[src/zts_ram.sv]
// ----------------------------------------------------------------------------
// zts_ram
// Generic single-write, single-read synchronous RAM with registered read.
// ----------------------------------------------------------------------------
module zts_ram #(
   parameter int WIDTH = 8,
   parameter int DEPTH = 16
) (
   input  logic                     clock,
   input  logic                     wr_en,
   input  logic [$clog2(DEPTH)-1:0] wr_addr,
   input  logic [WIDTH-1:0]         wr_data,
   input  logic                     rd_en,
   input  logic [$clog2(DEPTH)-1:0] rd_addr,
   output logic [WIDTH-1:0]         rd_data
);

   logic [WIDTH-1:0] mem_ff [DEPTH];
   logic [WIDTH-1:0] rd_data_ff;

   always_ff @(posedge clock) begin
      if (wr_en) begin
         mem_ff[wr_addr] <= wr_data;
      end
      if (rd_en) begin
         rd_data_ff <= mem_ff[rd_addr];
      end
   end

   assign rd_data = rd_data_ff;

endmodule

[config.mk]
export PLATFORM = sky130hd
export DESIGN_NAME = zts_ram
export DESIGN_NICKNAME = d
export VERILOG_FILES = /design/src/zts_ram.sv
export SDC_FILE = /design/constraint.sdc
export NUM_CORES = 1
export LEC_CHECK = 0
export BUFFER_PORTS_ARGS = -buffer_cell sky130_fd_sc_hd__buf_2
export CELL_PAD_IN_SITES_DETAIL_PLACEMENT = 0
export CELL_PAD_IN_SITES_GLOBAL_PLACEMENT = 2
export CORE_MARGIN = 5
export CORE_UTILIZATION = 48
export CTS_CLUSTER_SIZE = 16
export DETAILED_ROUTE_END_ITERATION = 16
export GPL_TIMING_DRIVEN = 0
export PLACE_DENSITY_LB_ADDON = 0.3
export SETUP_SLACK_MARGIN = 0.3
export SKIP_CTS_REPAIR_TIMING = 1
export SYNTH_ARGS = -nofsm -noshare
export SYNTH_HDL_FRONTEND = slang
export SYNTH_SLANG_ARGS = --single-unit
[constraint.sdc]
create_clock -name clock -period 1.8 [get_ports clock]
set_input_delay 0.18 -clock clock [delete_from_list [all_inputs] [get_ports clock]]
set_output_delay 0.18 -clock clock [all_outputs]
set_load 0.01 [all_outputs]
Word level (Yosys, flattened, before mapping)
Memory sizes are Yosys's and may differ from the RTL's. A register that Yosys moved wholly into a read port is not among the register bits.
Index checks and enable logic that the tools add are counted.
W data, S select, Z words.
{"block": "op_classes", "muxes": 2}
{"cell": "$mux W1", "count": 2}
{"block": "totals", "regBits": 0, "mem_bits_rw": 128, "inputBits": 19, "memories": 1}
{"memory": "mem_ff", "words": 16, "word_bits": 8, "rd": 1, "rd_ports_with_merged_regs": 1, "write_ports": 1, "line_no": "18", "rtl": "logic [WIDTH-1:0] mem_ff [DEPTH];"}

Depth between registers and ports, before layout
{"block": "depth", "word_depth": 2, "ltp_mapped": 5, "mapped_depth_nobuf": 3}

Least setup slack after synthesis
No wires, ideal clock.
{"block": "synth_path", "path_kind": "input-to-reg", "from": "input port wr_addr[2]", "to": "memory mem_ff[0][0] (enable)", "setup_time_ns": 0.383, "t_arrival_ns": 1.290, "required_time_ns": 1.417, "slack_ns": 0.127, "cell_stages": 2, "cell_sequence": "or3b_2 -> nor3_1"}
{"element": "start, declared", "line_no": "11", "rtl": "input logic [$clog2(DEPTH)-1:0] wr_addr,"}
{"element": "end, declared", "line_no": "18"}
Straight into the memory's write port.

==> metrics.md <==
| Metric | Value |
|---|---|
| Pwr dens | 1110 nW/um2 |
| CTS buffer count | 17 |
| Largest cells by area after synthesis | edfxtp_1 (78%), mux4_2 (7.8%), mux4_1 (7.0%) |
| Die ar. | 13100 um2 |
| Highest routed layer | met4 |
| Synth cell types | 18 |
| H-tree levels | 4 |
| Layout cells sized above 1 | 28.8% |
| Max Cap Violations | 0 |
| Placement Setup Slack | -0.190 ns |
| Routed via count | 2371 |
| Final Skew | 0.00571 ns |
| Net count after synthesis | 248 |
| DRC Markers | 0 |
| Core region area | 10700 um2 |
| Number of global-route vias before repair | 2478 |
| CTS root buf | clkbuf_8 |
| CTS Sinks | 136 |
| Final Hold Viols | 0 |
| Worst-Margin Slew | 1.19 ns |
| Initial DRC Count | 126 |
| Width of the die | 114 um |
| Vias/cell | 5.58 |
| Routability cong. | 0.745 |
| Routed len/inst | 22.6 um |
| Metal2 WL | 4680 um |
| 1st-pass router iterations | 5 |
| Slew Viols, Final | 0 |
| Slew headroom | 20.3% |
| Maximum vdd drop | 0.000631 V |
| Largest area contributor in the netlist | edfxtp_1 |
| Synth warn | 0 |
| Commonest non-fill, non-tap cell in the layout | edfxtp_1 |
| Initial antenna violation count | 0 |
| CTS clk-pin slew, worst paths | 0.06 ns |
| Setup-violating endpoint count in the final report | 0 |
| Largest net degree at the start of global routing | 17 |
| Clock Path Buffers | 2 |
| Syn Area/Cell | 22.8 um2 |
| Starting density of the core | 48.6% |
| Syn-to-layout area delta | 15.3% |
| Sequential cell area fraction in the yosys report | 78.1% |
| First-pass GRT wire length | 14300 um |
| Row count | 38 |
| RSZ-0062 raised after global routing | true |
| Antenna viol nets, final | 0 |
| # diodes | 0 |
| CTS tree | built |
| HPWL after DPL | 6180 um |
| Run status | finished clean |
| Worst min-delay path class | in2reg |
| Setup TNS | 0 ns |
| Tmin final | 1.50 ns |
| R2R Setup Slk | 0.30 ns |
| Fmax | 666 MHz |
| Crit Path Category | reg2reg |
| Met3 wire length | 338 um |
| Fin crit share | 83.4% |
| Total GRT Usage | 15.9% |
| Total gr overflow | 0 |
| Crit end category | register |
| Area post-placement | 5530 um2 |
| #FFs+latches synth | 136 |
| Setup ws final | 0.299 ns |
| Fin nets | 293 |
| Filler cells | 830 |
| Commonest non-fill, non-tap cells in the layout | edfxtp_1 (136), buf_2 (28), mux4_2 (20) |
| Vert. Die Dim | 114 um |
| Crit start category | register |
| Crit Path Max Fanout | 1 |
| Req. time, crit path | 2.06 ns |
| Later-pin clock latency in the skew report | 0.51 ns |
| WHS | 0.0608 ns |
| Top cell type's share of synthesized area | 78.1% |
| Syn Inst Count | 229 |
| Leakage | 1.98 nW |
| Synth Cell Area | 5230 um2 |
| Port Buf Inserts | 25 |
| Post-route cell area | 6030 um2 |
| Crit path DAT | 1.76 ns |
| Total power | 6.69 mW |
| Met1 wire length | 4450 um |
| I/O pins | 27 |
| Routed wire length | 9630 um |
-- worst paths after layout --
kind / start / depth (start not counted) / to
setup / recovery: mem_ff[2][0]$_DFFE_PP_ / 3 / rd_data[0]$_DFFE_PP_
hold / removal: wr_data[4] / 1 / mem_ff[5][4]$_DFFE_PP_
setup reg to reg: mem_ff[2][0]$_DFFE_PP_ / 3 / rd_data[0]$_DFFE_PP_
hold reg to reg: mem_ff[8][1]$_DFFE_PP_ / 3 / rd_data[1]$_DFFE_PP_
-- critical path, stage by stage, from the launching register on --
cell and delay (ns):
edfxtp_1 0.37, mux4_1 0.52, a22oi_2 0.26, nand2_1 0.10
-- flip-flops by register name, indices dropped and copies added, names as in the netlist --
register	count
mem_ff	128
rd_data	8
-- Yosys cell counts, drive strengths merged --
master         instances
and2                   1
edfxtp               136
and2b                  1
a22oi                 16
nand3                  1
mux4                  32
nor2                  13
nand3b                 2
or3b                   1
nor2b                  1
clkdlybuf4s25          3
nand2                  9
nand2b                 2
nor3                   4
buf                    7
-- per-stage QoR --
step / instances / util (%)
after floorplan: 229 / -
after global placement: 394 / 51.5
after detailed placement: 394 / 51.5
after CTS: 424 / 55.8
after global routing: 425 / 56.1
final: 425 / 56.1
-- power by group --
part | switching [mW] | internal, mW | leakage, nW
Clock | 1.12 | 1.64 | 0.230
Combinational | 0.206 | 0.142 | 0.517
Sequential | 0.0139 | 3.57 | 1.24
Total | 1.34 | 5.35 | 1.98
-- layer usage --
metal / track usage (%) / vias to the layer above
met5: 0 / -
met3: 4.49 / 12
li1: - / 1067
met1: 21.5 / 1227
met4: 6.41 / 0
met2: 24.7 / 65
-- cell families after synthesis --
family / Yosys count / share of synthesized area (%)
buf+inv: 10 / 1.65
simple gates: 35 / 3.14
compound gates: 16 / 2.30
mux: 32 / 14.8
flops: 136 / 78.1
-- final cells by class --
type	instances	area (um2)	area share, %
Sequential cell	136	4080	67.8
Multi-Input combinational cell	83	1080	17.9
Clock buffer	22	433	7.18
Tap cell	140	175	2.91
Timing Repair Buffer	26	135	2.24
Buffer	10	86.3	1.43
Clock inverter	8	33.8	0.561
(Power assumes the default switching activity.)
