$ cat src/zts_pkg.sv
// ----------------------------------------------------------------------------
// zts_pkg
// Types and constants shared by the Zipf table sampler modules.
// ----------------------------------------------------------------------------
package zts_pkg;

   localparam int KEY_W       = 32;
   localparam int CUM_W       = 48;
   localparam int DRAW_W      = 31;
   localparam int IDX_FIELD_W = 12;
   localparam int EIU_W       = 13;
   localparam int CSR_DATA_W  = 64;
   localparam int CSR_ADDR_W  = 4;

   localparam int REQ_DATA_W  = 224;
   localparam int RSP_DATA_W  = 32;
   localparam int RSP_USER_W  = 2;

   // request tdata layout, lowest bit first
   localparam int IDX_LSB   = 0;
   localparam int CUM_LSB   = IDX_LSB + IDX_FIELD_W;
   localparam int FIRST_LSB = CUM_LSB + CUM_W;
   localparam int COUNT_LSB = FIRST_LSB + KEY_W;
   localparam int HI_LSB    = COUNT_LSB + KEY_W;
   localparam int LO_LSB    = HI_LSB + DRAW_W;
   localparam int PICK_LSB  = LO_LSB + DRAW_W;

   localparam logic [CUM_W-1:0] TOTAL_WEIGHT_RESET = 48'h0001_0000_0000;
   localparam logic [EIU_W-1:0] ENTRIES_RESET      = 13'd4096;

   typedef enum logic {
      REQ_LOAD   = 1'b0,
      REQ_SAMPLE = 1'b1
   } req_kind_type;

   // register select is byte address bit 3
   typedef enum logic {
      CSR_TOTAL_WEIGHT = 1'b0,
      CSR_ENTRIES      = 1'b1
   } csr_sel_type;

   typedef enum logic [2:0] {
      ST_IDLE,
      ST_SCALE,
      ST_SEARCH,
      ST_COMPARE,
      ST_FETCH,
      ST_PICK,
      ST_DONE
   } state_type;

   typedef struct packed {
      logic [CUM_W-1:0] cumulative;
      logic [KEY_W-1:0] first_key;
      logic [KEY_W-1:0] key_count;
   } entry_type;

   typedef struct packed {
      logic             done;
      logic [KEY_W-1:0] remainder;
   } mod_status_type;

endpackage

$ cat src/zts_scaler.sv
// ----------------------------------------------------------------------------
// zts_scaler
// Computes floor(v * total_weight / 2^62) with one 32x32 multiplier over
// four partial products and a shifted accumulate.
// ----------------------------------------------------------------------------
module zts_scaler (
   input  logic                           clock,
   input  logic                           reset,
   input  logic                           start,
   input  logic [2*zts_pkg::DRAW_W-1:0]   draw,
   input  logic [zts_pkg::CUM_W-1:0]      weight,
   output logic                           done,
   output logic [zts_pkg::CUM_W-1:0]      target
);

   localparam int ACC_W  = 2 * zts_pkg::DRAW_W + zts_pkg::CUM_W;
   localparam int HALF_W = 32;

   logic [2*zts_pkg::DRAW_W-1:0] draw_ff;
   logic [zts_pkg::CUM_W-1:0]    weight_ff;
   logic                         busy_ff;
   logic [2:0]                   step_ff;
   logic [1:0]                   prod_sel_ff;
   logic [2*HALF_W-1:0]          prod_ff;
   logic [ACC_W-1:0]             acc_ff;
   logic                         done_ff;

   logic [HALF_W-1:0]  op_a;
   logic [HALF_W-1:0]  op_b;
   logic [ACC_W-1:0]   addend;
   logic [6:0]         shift;

   always_comb begin
      op_a  = step_ff[1] ? HALF_W'(draw_ff[2*zts_pkg::DRAW_W-1:HALF_W])
                         : draw_ff[HALF_W-1:0];
      op_b  = step_ff[0] ? HALF_W'(weight_ff[zts_pkg::CUM_W-1:HALF_W])
                         : weight_ff[HALF_W-1:0];
      shift = 7'(HALF_W) * (7'(prod_sel_ff[0]) + 7'(prod_sel_ff[1]));
      addend = ACC_W'(prod_ff) << shift;
   end

   always_ff @(posedge clock) begin
      if (reset) begin
         busy_ff <= 1'b0;
         done_ff <= 1'b0;
         step_ff <= '0;
      end else begin
         done_ff <= 1'b0;
         if (start) begin
            busy_ff <= 1'b1;
            step_ff <= '0;
         end else if (busy_ff) begin
            step_ff <= step_ff + 3'd1;
            if (step_ff == 3'd4) begin
               busy_ff <= 1'b0;
               done_ff <= 1'b1;
            end
         end
      end
   end

   always_ff @(posedge clock) begin
      if (start) begin
         draw_ff   <= draw;
         weight_ff <= weight;
         acc_ff    <= '0;
      end else if (busy_ff) begin
         if (step_ff != 3'd4) begin
            prod_ff     <= op_a * op_b;
            prod_sel_ff <= step_ff[1:0];
         end
         if (step_ff != 3'd0) begin
            acc_ff <= acc_ff + addend;
         end
      end
   end

   assign done   = done_ff;
   assign target = acc_ff[ACC_W-1:ACC_W-zts_pkg::CUM_W];

endmodule

$ cat config.mk
export PLATFORM = sky130hd
export DESIGN_NAME = zts_scaler
export DESIGN_NICKNAME = d
export VERILOG_FILES = /design/src/zts_pkg.sv /design/src/zts_scaler.sv
export SDC_FILE = /design/constraint.sdc
export NUM_CORES = 2
export LEC_CHECK = 0
export BUFFER_PORTS_ARGS = -buffer_cell sky130_fd_sc_hd__buf_2
export CORE_ASPECT_RATIO = 2
export CORE_UTILIZATION = 30
export CTS_CLUSTER_DIAMETER = 30
export DETAILED_ROUTE_END_ITERATION = 16
export GPL_ROUTABILITY_DRIVEN = 0
export SKIP_CTS_REPAIR_TIMING = 1
export SLEW_MARGIN = 30
export SYNTH_ARGS = -nofsm -noshare
export SYNTH_HDL_FRONTEND = slang
export SYNTH_SLANG_ARGS = --single-unit
$ cat constraint.sdc
create_clock -name clock -period 9.8 [get_ports clock]
set_input_delay 1.47 -clock clock [delete_from_list [all_inputs] [get_ports clock]]
set_output_delay 1.47 -clock clock [all_outputs]
set_load 0.02 [all_outputs]
# Word-level counts from Yosys, hierarchy flattened
# Cells that the tools add are included.
dict set report op_classes {
  add_sub_neg 3
  n_mul 1
  div_mod_pow 0
  order_cmp 0
  n_eq_ne 2
  shifts 1
  n_mux 6
  bitwise_logic 2
  n_reduce_logical 5
}
# cell n
set ops {}
lappend ops {{adder 110 bit} 1}
lappend ops {{left shift 64 x 7 -> 110 bit} 1}
lappend ops {{multiplier 32 x 32 -> 64 bit} 1}
lappend ops {{two-way mux 32 bit} 2}
lappend ops {{two-way mux 1 bit} 4}
lappend ops {{adder 3 x 1 -> 3 bit (second input constant)} 1}
lappend ops {{equality test 3 bit (second input constant)} 1}
lappend ops {{!= test 3 bit (second input constant)} 1}
lappend ops {{AND reduction 3 bit} 1}
lappend ops {{nonzero test 3 bit} 1}
lappend ops {{OR reduction 3 bit} 1}
lappend ops {{adder 1 x 1 -> 2 bit} 1}
lappend ops {{NOT 1 bit} 2}
lappend ops {{AND reduction 2 bit} 1}
lappend ops {{OR reduction 2 bit} 1}
dict set report totals {
  regBits 291
  latchBits 0
  ramBits 0
  rom_bits 0
  inputBits 113
  out_inout_bits 49
  word_cells 28
  mem_count 0
}

# Depth between registers and ports, before layout
dict set report depth {
  word_depth 4
  depth_mapped 34
}

# Worst setup path after synthesis
# OpenSTA, ideal clock, no wires.
dict set report synth_path {
  path_type {reg-to-reg}
  startpoint {register step_ff[1]}
  endpoint {register prod_ff[60], data pin}
  setup_time_ns 0.274
  arrival_ns 8.567
  required_ns 9.526
  slack_ns 0.960
  path_stages_with_launch 29
  n_path_buf 4
  cell_sequence {dfxtp_1 > clkbuf_1 > buf_1 > buf_1 > mux2i_1 > clkbuf_1 > nor2_1 > fa_1 > fa_1 > inv_1 > fa_1 > fa_1 > inv_1 > fa_1 > fa_1 > fa_1 > fa_1 > ha_1 > a21o_1 > a21o_1 > a21o_1 > a221o_1 > a211oi_1 > nand2_1 > a221oi_2 > o31ai_1 > a31oi_1 > o41ai_1 > xor2_1}
}
dict set report synth_via {
  elab_chain_len 2
}
# item line_no
set synth_rtl {}
lappend synth_rtl {{start, declared} zts_scaler.sv:22} ;# logic [2:0] step_ff;
lappend synth_rtl {{start signal, assigned} zts_scaler.sv:53} ;# step_ff <= step_ff + 3'd1;
lappend synth_rtl {{two-way mux 32 bit} zts_scaler.sv:34} ;# op_a = step_ff[1] ? HALF_W'(draw_ff[2*zts_pkg::DRAW_W-1:HALF_W])
lappend synth_rtl {{multiplier 32 x 32 -> 64 bit} zts_scaler.sv:69} ;# prod_ff <= op_a * op_b;
lappend synth_rtl {{end signal, assigned} zts_scaler.sv:69}
lappend synth_rtl {{end, declared} zts_scaler.sv:24} ;# logic [2*HALF_W-1:0] prod_ff;
# No other way between the ends.
# A chain may end at the register's enable or synchronous reset.

# Worst setup path after layout
dict set report layout_path {
  startpoint {register step_ff[1]}
  endpoint {register prod_ff[58], data pin}
}
# Same word-level chain as after synthesis.

==> results.cfg <==
[grt]
grt_max_degree = 67
antenna_found_initial = 7
overflow = 0
grt_pass1_wl_mm = 309
first_global_vias = 46500
grt.total_usage_pct = 25.3

[logic_synthesis]
synth_cell_types = 96
synth.net_count = 7162
synth_edf_count = 176
ys_async_sr_fraction_pct = 0
ys.warnings.count = 0
syn_avg_cell_area_um2 = 8.83
netlist_area_um2 = 51000
synth_seq_area_share_pct = 14.9
synthFlopType = edfxtp_1
synthCells = 5777
synth-seq-cells = 291

[sta]
fin_skew_ps = 97.9
setup_viol = 0
fin_crit_ps = 9410
hold_violations = 0
fin_setup_tns_ps = 0
clock.fmax_mhz = 106
slew_headroom_pct = 32.5
tightest_slew_ps = 1010
slew_viol_final = 0
post-route-period-util_pct = 96.1
rsz0062_at_grt = no

[drt]
first_pass_iters = 7
wl_per_cell_um = 26.7
antenna_left = 0
routed_via_density = 5.30
vias = 43100
drcViolationCount = 0
initialDrtViolationCount = 3105
wirelength_mm = 217

[clock_tree]
clk_pin_slew_ps = 70
max-clock-path-buffers = 3
insertion_delay_ps = 740
ctsRootBufferMaster = clkbuf_16
cts_made_buffers = 58
cts_tree = yes
cts.sinks = 291
h-tree-depth = 2

[layout]
fin_cells = 8128
final_cell_area_um2 = 56900
fillers = 17300
area_growth_pct = 11.5
num-nets-final = 7201
drive_above_1_share_pct = 9.87
final_common_cell = inv_1
layout_common_cells = inv_1 (914), fa_1 (897), nor2_1 (758)

[floorplanning]
die_h_um = 585
die_w_um = 294
die_area_um2 = 172000
core_area_um2 = 169000
num_rows = 213
io_pins = 162
start_util_pct = 30.2

[critical_path]
cp_data_arrival_time_ps = 9870
r2r_start = step_ff[1]
crit_fanout = 34
r2r_end = prod_ff[58]
cp_num_buf_inv = 4
required_ps = 10260
cp_common_cell = fa_1
path_class = reg -> reg
rr_worst_depth = 25
critPathSlowestCell = dfxtp_4
worst_path_dominant_cell_family = adder cells
slowest_delay_ps = 830
end_kind = register
reg2reg_slack_ps = 390
worst_setup_path_start_kind = register

[min_path]
whs_path_depth = 2
holdPathEnd = acc_ff[30]
holdCritPathClass = reg -> reg
hp-start = acc_ff[30]

[outcome]
status = finished, final reports clean

[placed_design]
placed_cell_area_um2 = 54700
dp.cells = 8013
hpwl_mm = 174
portBuffers = 161

[flow_run]
maxCapViolCount = 0
[kinds of logic (layout without fill, tap and decap cells)]
kind of cell | count (synthesis) | in the layout | share of synthesized area (%)
AO/OA/AOI/OAI | 818 | 818 | 10.3
XOR/XNOR | 153 | 153 | 2.63
adder cells (fa/ha/maj) | 1272 | 1272 | 44.4
buffers and inverters | 1262 | 1350 | 9.80
flip-flops | 291 | 291 | 14.9
multiplexers | 126 | 126 | 2.58
other | 0 | 6 | 0
AND/OR/NAND/NOR | 1855 | 1855 | 15.4
[through the flow]
stage	util (%)	worst slack [ps]	hold slack, ps
floorplan	-	960	432
global placement	32.4	529	443
detailed placement	32.5	521	451
CTS	33.7	532	459
global route	33.7	87.5	473
finish	33.7	385	455
[worst max-delay path by stage]
stage	startpoint	slack, ps	cells after the start	to
2_1_floorplan	step_ff[1]	960	28	prod_ff[60]
3_3_place_gp	step_ff[0]	530	25	prod_ff[60]
3_5_place_dp	step_ff[1]	520	25	prod_ff[58]
4_1_cts	step_ff[1]	530	25	prod_ff[58]
5_1_grt	step_ff[0]	90	29	prod_ff[63]
6_report	step_ff[1]	390	25	prod_ff[58]
[tightest hold or removal path: stages, from the launching register on]
cell	delay (ps)
dfxtp_1	310
nand2_1	50
a21oi_1	50
[flip-flops by register name, indices dropped and copies added, names as in the netlist]
register	flops
done	1
busy_ff	1
prod_sel_ff	2
draw_ff	62
acc_ff	110
weight_ff	48
prod_ff	64
step_ff	3
[cells in the mapped netlist, drive strengths merged, types with 18 or more instances]
cell,count,area (um^2)
inv,914,3430
and3,26,169
o211ai,18,140
nor3,43,215
o21bai,45,338
a22o,35,307
a21oi,293,1480
clkbuf,260,1000
nand3,35,175
mux2i,82,821
dfxtp,115,2300
o21ai,154,782
nor2b,49,307
nand2,743,2790
a31oi,24,156
mux2,44,495
a211oi,19,160
buf,87,562
edfxtp,176,5290
and2,42,263
fa,897,18000
or3,18,113
nor2,760,2850
xor2,66,578
xnor2,87,762
ha,375,4690
nand4,67,419
a21o,125,943
o21a,22,165
[layout make-up]
| class | count | area, um^2 | area share [%] |
|---|---|---|---|
| diodes | 6 | 15.0 | 0.0264 |
| clock buffers | 59 | 1460 | 2.56 |
| clock inverters | 50 | 643 | 1.13 |
| inverters | 915 | 3430 | 6.04 |
| multi-input cells | 4224 | 38700 | 68.0 |
| flip-flops and latches | 291 | 7590 | 13.4 |
| well taps | 2257 | 2820 | 4.96 |
| repair buffers | 326 | 2210 | 3.89 |
[metal layers]
layer | up-vias | track usage (%) | routed length [um]
met2 | 2325 | 45.9 | 111000
met3 | 991 | 5.53 | 15800
met1 | 21400 | 22.1 | 62600
li1 | 18400 | - | -
met4 | 4 | 26.6 | 27800
met5 | - | 0.227 | 29
Power is not shown: default switching activity piles up to over one toggle a cycle in this logic, so the estimate is an artifact.
