## config.mk

```make
export PLATFORM = sky130hd
export DESIGN_NAME = zts_mod
export DESIGN_NICKNAME = d
export VERILOG_FILES = /design/src/zts_pkg.sv /design/src/zts_mod.sv
export SDC_FILE = /design/constraint.sdc
export NUM_CORES = 1
export LEC_CHECK = 0
export BUFFER_PORTS_ARGS = -buffer_cell sky130_fd_sc_hd__buf_2
export CAP_MARGIN = 25
export CORE_MARGIN = 2
export CORE_UTILIZATION = 50
export DETAILED_ROUTE_END_ITERATION = 7
export PLACE_DENSITY = 0.82
export SLEW_MARGIN = 20
export SYNTH_ARGS = -nofsm -noshare
export SYNTH_HDL_FRONTEND = slang
export SYNTH_SLANG_ARGS = --single-unit
```

## constraint.sdc

```tcl
create_clock -name clock -period 2.6 [get_ports clock]
set_input_delay 0.26 -clock clock [delete_from_list [all_inputs] [get_ports clock]]
set_output_delay 0.26 -clock clock [all_outputs]
set_load 0.01 [all_outputs]
```

## src/zts_pkg.sv

```systemverilog
// ----------------------------------------------------------------------------
// zts_pkg
// Types and constants shared by the Zipf table sampler modules.
// ----------------------------------------------------------------------------
package zts_pkg;

   localparam int KEY_W       = 32;
   localparam int CUM_W       = 48;
   localparam int DRAW_W      = 31;
   localparam int IDX_FIELD_W = 12;
   localparam int EIU_W       = 13;
   localparam int CSR_DATA_W  = 64;
   localparam int CSR_ADDR_W  = 4;

   localparam int REQ_DATA_W  = 224;
   localparam int RSP_DATA_W  = 32;
   localparam int RSP_USER_W  = 2;

   // request tdata layout, lowest bit first
   localparam int IDX_LSB   = 0;
   localparam int CUM_LSB   = IDX_LSB + IDX_FIELD_W;
   localparam int FIRST_LSB = CUM_LSB + CUM_W;
   localparam int COUNT_LSB = FIRST_LSB + KEY_W;
   localparam int HI_LSB    = COUNT_LSB + KEY_W;
   localparam int LO_LSB    = HI_LSB + DRAW_W;
   localparam int PICK_LSB  = LO_LSB + DRAW_W;

   localparam logic [CUM_W-1:0] TOTAL_WEIGHT_RESET = 48'h0001_0000_0000;
   localparam logic [EIU_W-1:0] ENTRIES_RESET      = 13'd4096;

   typedef enum logic {
      REQ_LOAD   = 1'b0,
      REQ_SAMPLE = 1'b1
   } req_kind_type;

   // register select is byte address bit 3
   typedef enum logic {
      CSR_TOTAL_WEIGHT = 1'b0,
      CSR_ENTRIES      = 1'b1
   } csr_sel_type;

   typedef enum logic [2:0] {
      ST_IDLE,
      ST_SCALE,
      ST_SEARCH,
      ST_COMPARE,
      ST_FETCH,
      ST_PICK,
      ST_DONE
   } state_type;

   typedef struct packed {
      logic [CUM_W-1:0] cumulative;
      logic [KEY_W-1:0] first_key;
      logic [KEY_W-1:0] key_count;
   } entry_type;

   typedef struct packed {
      logic             done;
      logic [KEY_W-1:0] remainder;
   } mod_status_type;

endpackage

```

## src/zts_mod.sv

```systemverilog
// ----------------------------------------------------------------------------
// zts_mod
// Bit-serial restoring remainder of a 31-bit draw by a 32-bit key count,
// one dividend bit per cycle.
// ----------------------------------------------------------------------------
module zts_mod (
   input  logic                        clock,
   input  logic                        reset,
   input  logic                        start,
   input  logic [zts_pkg::DRAW_W-1:0]  dividend,
   input  logic [zts_pkg::KEY_W-1:0]   divisor,
   output zts_pkg::mod_status_type     status
);

   localparam int CNT_W = $clog2(zts_pkg::DRAW_W);

   logic                        busy_ff;
   logic                        done_ff;
   logic [CNT_W-1:0]            cnt_ff;
   logic [zts_pkg::DRAW_W-1:0]  dividend_ff;
   logic [zts_pkg::KEY_W-1:0]   divisor_ff;
   logic [zts_pkg::KEY_W-1:0]   rem_ff;

   logic [zts_pkg::KEY_W:0] trial;
   logic [zts_pkg::KEY_W:0] diff;

   always_comb begin
      trial = {rem_ff, dividend_ff[zts_pkg::DRAW_W-1]};
      diff  = trial - {1'b0, divisor_ff};
   end

   always_ff @(posedge clock) begin
      if (reset) begin
         busy_ff <= 1'b0;
         done_ff <= 1'b0;
         cnt_ff  <= '0;
      end else begin
         done_ff <= 1'b0;
         if (start) begin
            busy_ff <= 1'b1;
            cnt_ff  <= '0;
         end else if (busy_ff) begin
            cnt_ff <= cnt_ff + CNT_W'(1);
            if (cnt_ff == CNT_W'(zts_pkg::DRAW_W - 1)) begin
               busy_ff <= 1'b0;
               done_ff <= 1'b1;
            end
         end
      end
   end

   always_ff @(posedge clock) begin
      if (start) begin
         dividend_ff <= dividend;
         divisor_ff  <= divisor;
         rem_ff      <= '0;
      end else if (busy_ff) begin
         dividend_ff <= dividend_ff << 1;
         if (trial >= {1'b0, divisor_ff}) begin
            rem_ff <= diff[zts_pkg::KEY_W-1:0];
         end else begin
            rem_ff <= trial[zts_pkg::KEY_W-1:0];
         end
      end
   end

   assign status.done      = done_ff;
   assign status.remainder = rem_ff;

endmodule

```

# Yosys cells after proc, flatten, opt, wreduce, memory -nomap -nowiden
# Index checks and enable logic that the tools add are counted.
[classes] addsub=2 reduce_logical=3 n_mux=7 n_lt_le_gt_ge=1 bitwise_logic=1 eq_ne=1
[op_table] op="$mux W31" n=2
[op_table] op="$ge A33 B32 Y1" n=1
[op_table] op="$mux W32" n=1
[op_table] op="$sub A32 B32 Y32" n=1
[op_table] op="$add A5 B1 Y5 const B" n=1
[op_table] op="$eq A5 B5 Y1 const B" n=1
[op_table] op="$mux W1" n=4
[op_table] op="$reduce_or A3 Y1" n=1
[op_table] op="$reduce_bool A2 Y1" n=1
[op_table] op="$reduce_or A2 Y1" n=1
[op_table] op="$not A1 Y1" n=1
[word_totals] out_inout_bits=33 word_cells=21 inputBits=66 reg_bits=102

# Depth between registers and ports, before layout
[depth] depth_word=4 mapped_depth=13 depth_no_buf=12

# Least setup slack after synthesis
# Ideal clock, no wire load.
[synth_path] kind="register to register" startpoint="reg dividend_ff[30] (netlist bit)" endpoint="reg rem_ff[28] (netlist bit)" n_path_buf=0 setup_time_ps=119 arrival_ps=2490 path_slack_ps=-9 required_ps=2481 path_stages_with_launch=13 cell_sequence="edfxtp_1 > inv_1 > ha_1 > inv_1 > fa_1 > a21oi_1 > o211ai_1 > a31oi_1 > o21ai_1 > a22oi_1 > o31ai_1 > mux2i_1 > o221a_1"
[synth_via] elab_chain_len=2 word_cells_on_any_way=3
[synth_rtl] element="start: declaration" line="zts_mod.sv:20" text="logic [zts_pkg::DRAW_W-1:0] dividend_ff;"
[synth_rtl] element="start signal: assignment" line="zts_mod.sv:54" text="dividend_ff <= dividend;"
[synth_rtl] element="start signal: assignment" line="zts_mod.sv:58" text="dividend_ff <= dividend_ff << 1;"
[synth_rtl] element="$sub A32 B32 Y32 / $ge A33 B32 Y1 (equally long branches)" line="zts_mod.sv:29, zts_mod.sv:59"
[synth_rtl] element="$mux W32 (*)" line="zts_mod.sv:59" text="if (trial >= {1'b0, divisor_ff}) begin"
[synth_rtl] element="end signal: assignment" line="zts_mod.sv:60" text="rem_ff <= diff[zts_pkg::KEY_W-1:0];"
[synth_rtl] element="end signal: assignment" line="zts_mod.sv:62" text="rem_ff <= trial[zts_pkg::KEY_W-1:0];"
[synth_rtl] element="end: declaration" line="zts_mod.sv:22" text="logic [zts_pkg::KEY_W-1:0] rem_ff;"
# Every way passes the cells marked *; elsewhere a longest branch is shown, timed or not.
# A chain may end at the register's enable or synchronous reset.

# Worst setup path in the final report
[layout_path] startpoint="reg divisor_ff[18] (netlist bit)" endpoint="reg rem_ff[31] (netlist bit)"
[layout_via] elab_chain_len=2 word_cells_on_any_way=3
[layout_rtl] element="start: declaration" line="zts_mod.sv:21" text="logic [zts_pkg::KEY_W-1:0] divisor_ff;"
[layout_rtl] element="start signal: assignment" line="zts_mod.sv:55" text="divisor_ff <= divisor;"
[layout_rtl] element="$sub A32 B32 Y32 / $ge A33 B32 Y1 (equally long branches)" line="zts_mod.sv:29, zts_mod.sv:59"
[layout_rtl] element="$mux W32 (*)" line="zts_mod.sv:59"
# Marks and branches as above.

==> results.toml <==
[min_path]
hold_path.class = "in2reg"
holdPathStages = 2
holdPathEnd = "busy_ff"
hold_start = "reset"

[power_and_ir_drop]
finalPower_uw = 4850
ir_drop_uv = 464
comb_power_share_pct = 33.1
internal_power_uw = 3280
p_switching_uw = 1570
power_density_nw_per_um2 = 612
p_sw_share_pct = 32.4
p_seq_share_pct = 40.4
leakagePower_uw = 0.00329
p_clk_share_pct = 26.5

[global_route]
grt_max_degree = 93
grt.total_usage_pct = 23.2
grt_pass1_wl_mm = 24.1
antenna_found_initial = 0
grt_pass1_vias = 5059
overflow = 0

[sta]
final_hold_viol_count = 0
fmax_mhz = 387
finalCritPeriodShare_pct = 99.3
slew_headroom_pct = 63.0
setup_viol = 0
period_minus_slack_ps = 2580
fin_setup_tns_ps = 0
timing.hold.ws_ps = 63.1
slew_viol_final = 0
worstMarginPinSlew_ps = 554
skew_ps = 10.7
rsz0062_at_grt = "true"

[routing]
wire_per_inst_um = 17.9
antenna_left = 0
drtPass1Iterations = 7
routed_via_density = 5.84
drcViolationCount = 0
dr_total_vias = 5277
wirelength_mm = 16.2
first_iter_violations = 468

[floorplan]
die_w_um = 114
die_area_um2 = 13000
num_rows = 40
core_area_um2 = 11900
initial_core_util_pct = 51.0
fp.dieH_um = 114
pin_count = 99

[worst_setup_path]
crit_fanout = 4
critical_path.top_delay_family = "simple AND/OR/NAND/NOR gates"
crit_type = "reg2reg"
path_buf_inv = 2
r2r_slack_ps = 20
cp_slowest_stage_delay_ps = 410
worst_setup_path_start_kind = "flop"
ff2ff_path_depth = 11
cp_cell_sequence = "inv_1 > ha_4 > nand2_1 > a21oi_1 > nor4_2 > o31ai_2 > a31o_4 > or2_4 > buf_4 > o31a_1 > and3_1"
worstPathArrival_ps = 2840
required_ps = 2860
r2r-start = "divisor_ff[18]"
end_kind = "flop"
cp_slowest_cell = "nor4_2"
rr_endpoint = "rem_ff[31]"

[cts]
clockBufferDepth = 2
htreeDepth = 3
clock-root-buffer = "clkbuf_16"
cts_made_buffers = 9
cts_sinks = 102
clock_latency_ps = 360
path_clk_slew_ps = 70
cts_tree = "yes"

[placed_design]
placedCellCount = 873
io_buffers = 98
routabilityCongestion = 0.955
placed_area_um2 = 7060
dp_hpwl_mm = 10.6

[synth]
seq_area_frac_synth_pct = 44.0
synth-edff-count = 63
synthArstFlopShare_pct = 0
synth_nets = 704
synth-seq-cells = 102
postSynthAreaPerCell_um2 = 10.1
synth_ff_type = "edfxtp_1"
synth.distinct_cells = 67
synth_warnings = 0
synth_cells = 603
syn-cell-area_um2 = 6080

[cells_and_area]
fin_nets = 852
n_antenna_cell = 0
design_area_um2 = 7920
drive_above_1_share_pct = 42.6
final_cell_count_no_fill = 903
area_growth_pct = 30.4
layout_common_cells = "97 x buf_2, 65 x buf_4, 63 x edfxtp_1, 55 x nand2_1, 48 x nor2_1"
final_common_cell = "buf_2"
fill_cells = 851

[status]
run_status = "finished, final reports clean"

[job]
cap_violations = 0
[power groups by stage]
stage	clock network [uW]	logic, uW	registers, uW
after floorplan	0	862	1990
after global placement	0	1280	1970
after detailed placement	0	1320	1980
after CTS	1310	1350	1940
after global routing	1370	1730	1970
final	1290	1600	1960
[synth_stat cells (17+ instances only)]
cell	n	area [um^2]
nand2_1	56	210
o21ai_0	18	90.1
a21o_1	18	135
inv_1	39	146
clkbuf_1	19	71.3
a21oi_1	35	175
ha_1	34	425
nor2_1	49	184
mux2_2	30	338
dfxtp_1	39	781
edfxtp_1	63	1890
xnor2_1	17	149
nand3_1	18	90.1
[per-stage QoR]
step	worst slack (ps)	util (%)
global route	-129	66.5
floorplan	54.6	-
global placement	21.2	59.3
detailed placement	-65.7	59.3
CTS	-14.2	62.0
finish	17.9	66.5
[routing by layer]
layer,global-route usage (%),share of wire [%],up-vias
met2,39.9,50,193
li1,-,-,2504
met1,29.8,43,2548
met5,0,0,-
met4,6.18,1.8,0
met3,4.82,5.3,32
[layout make-up]
| type | count | area, um^2 | share of cell area [%] |
|---|---|---|---|
| Clock inverter | 6 | 45.0 | 0.569 |
| Timing Repair Buffer | 169 | 1080 | 13.7 |
| Clock buffer | 10 | 229 | 2.89 |
| Inverter | 39 | 146 | 1.85 |
| Tap cell | 147 | 184 | 2.32 |
| Multi-Input combinational cell | 430 | 3560 | 44.9 |
| Sequential cell | 102 | 2680 | 33.8 |
[cells by family (layout without fill, tap and decap cells)]
family	Yosys count	after routing	synth area share, %
AND/OR/NAND/NOR	190	190	15.2
AO/OA/AOI/OAI	149	149	19.1
flip-flops	102	102	44.0
buffers and inverters	71	224	5.09
adder cells (fa/ha/maj)	35	35	7.33
multiplexers	32	32	5.89
XOR/XNOR	24	24	3.46
[registers in the layout, indices dropped and copies added (netlist names)]
signal / flops
rem_ff: 32
divisor_ff: 32
dividend_ff: 31
done_ff: 1
cnt_ff: 5
busy_ff: 1
[repair_timing]
item,CTS,global route
setup endpoints to repair,18,32
pin swaps,1,39
hold buffers,0,0
gates resized for setup,9,82
buffers inserted,0,14
[how the worst max path moves through the flow]
stage / startpoint / end / slack [ps] / depth (start not counted)
5_1_grt: dividend_ff[30] / rem_ff[28] / -130 / 13
3_5_place_dp: divisor_ff[4] / rem_ff[23] / -70 / 11
4_1_cts: divisor_ff[1] / rem_ff[23] / -10 / 11
3_3_place_gp: divisor_ff[3] / rem_ff[23] / 20 / 11
2_1_floorplan: dividend_ff[30] / rem_ff[28] / 50 / 12
6_report: divisor_ff[18] / rem_ff[31] / 20 / 11
(Power assumes the default switching activity.)
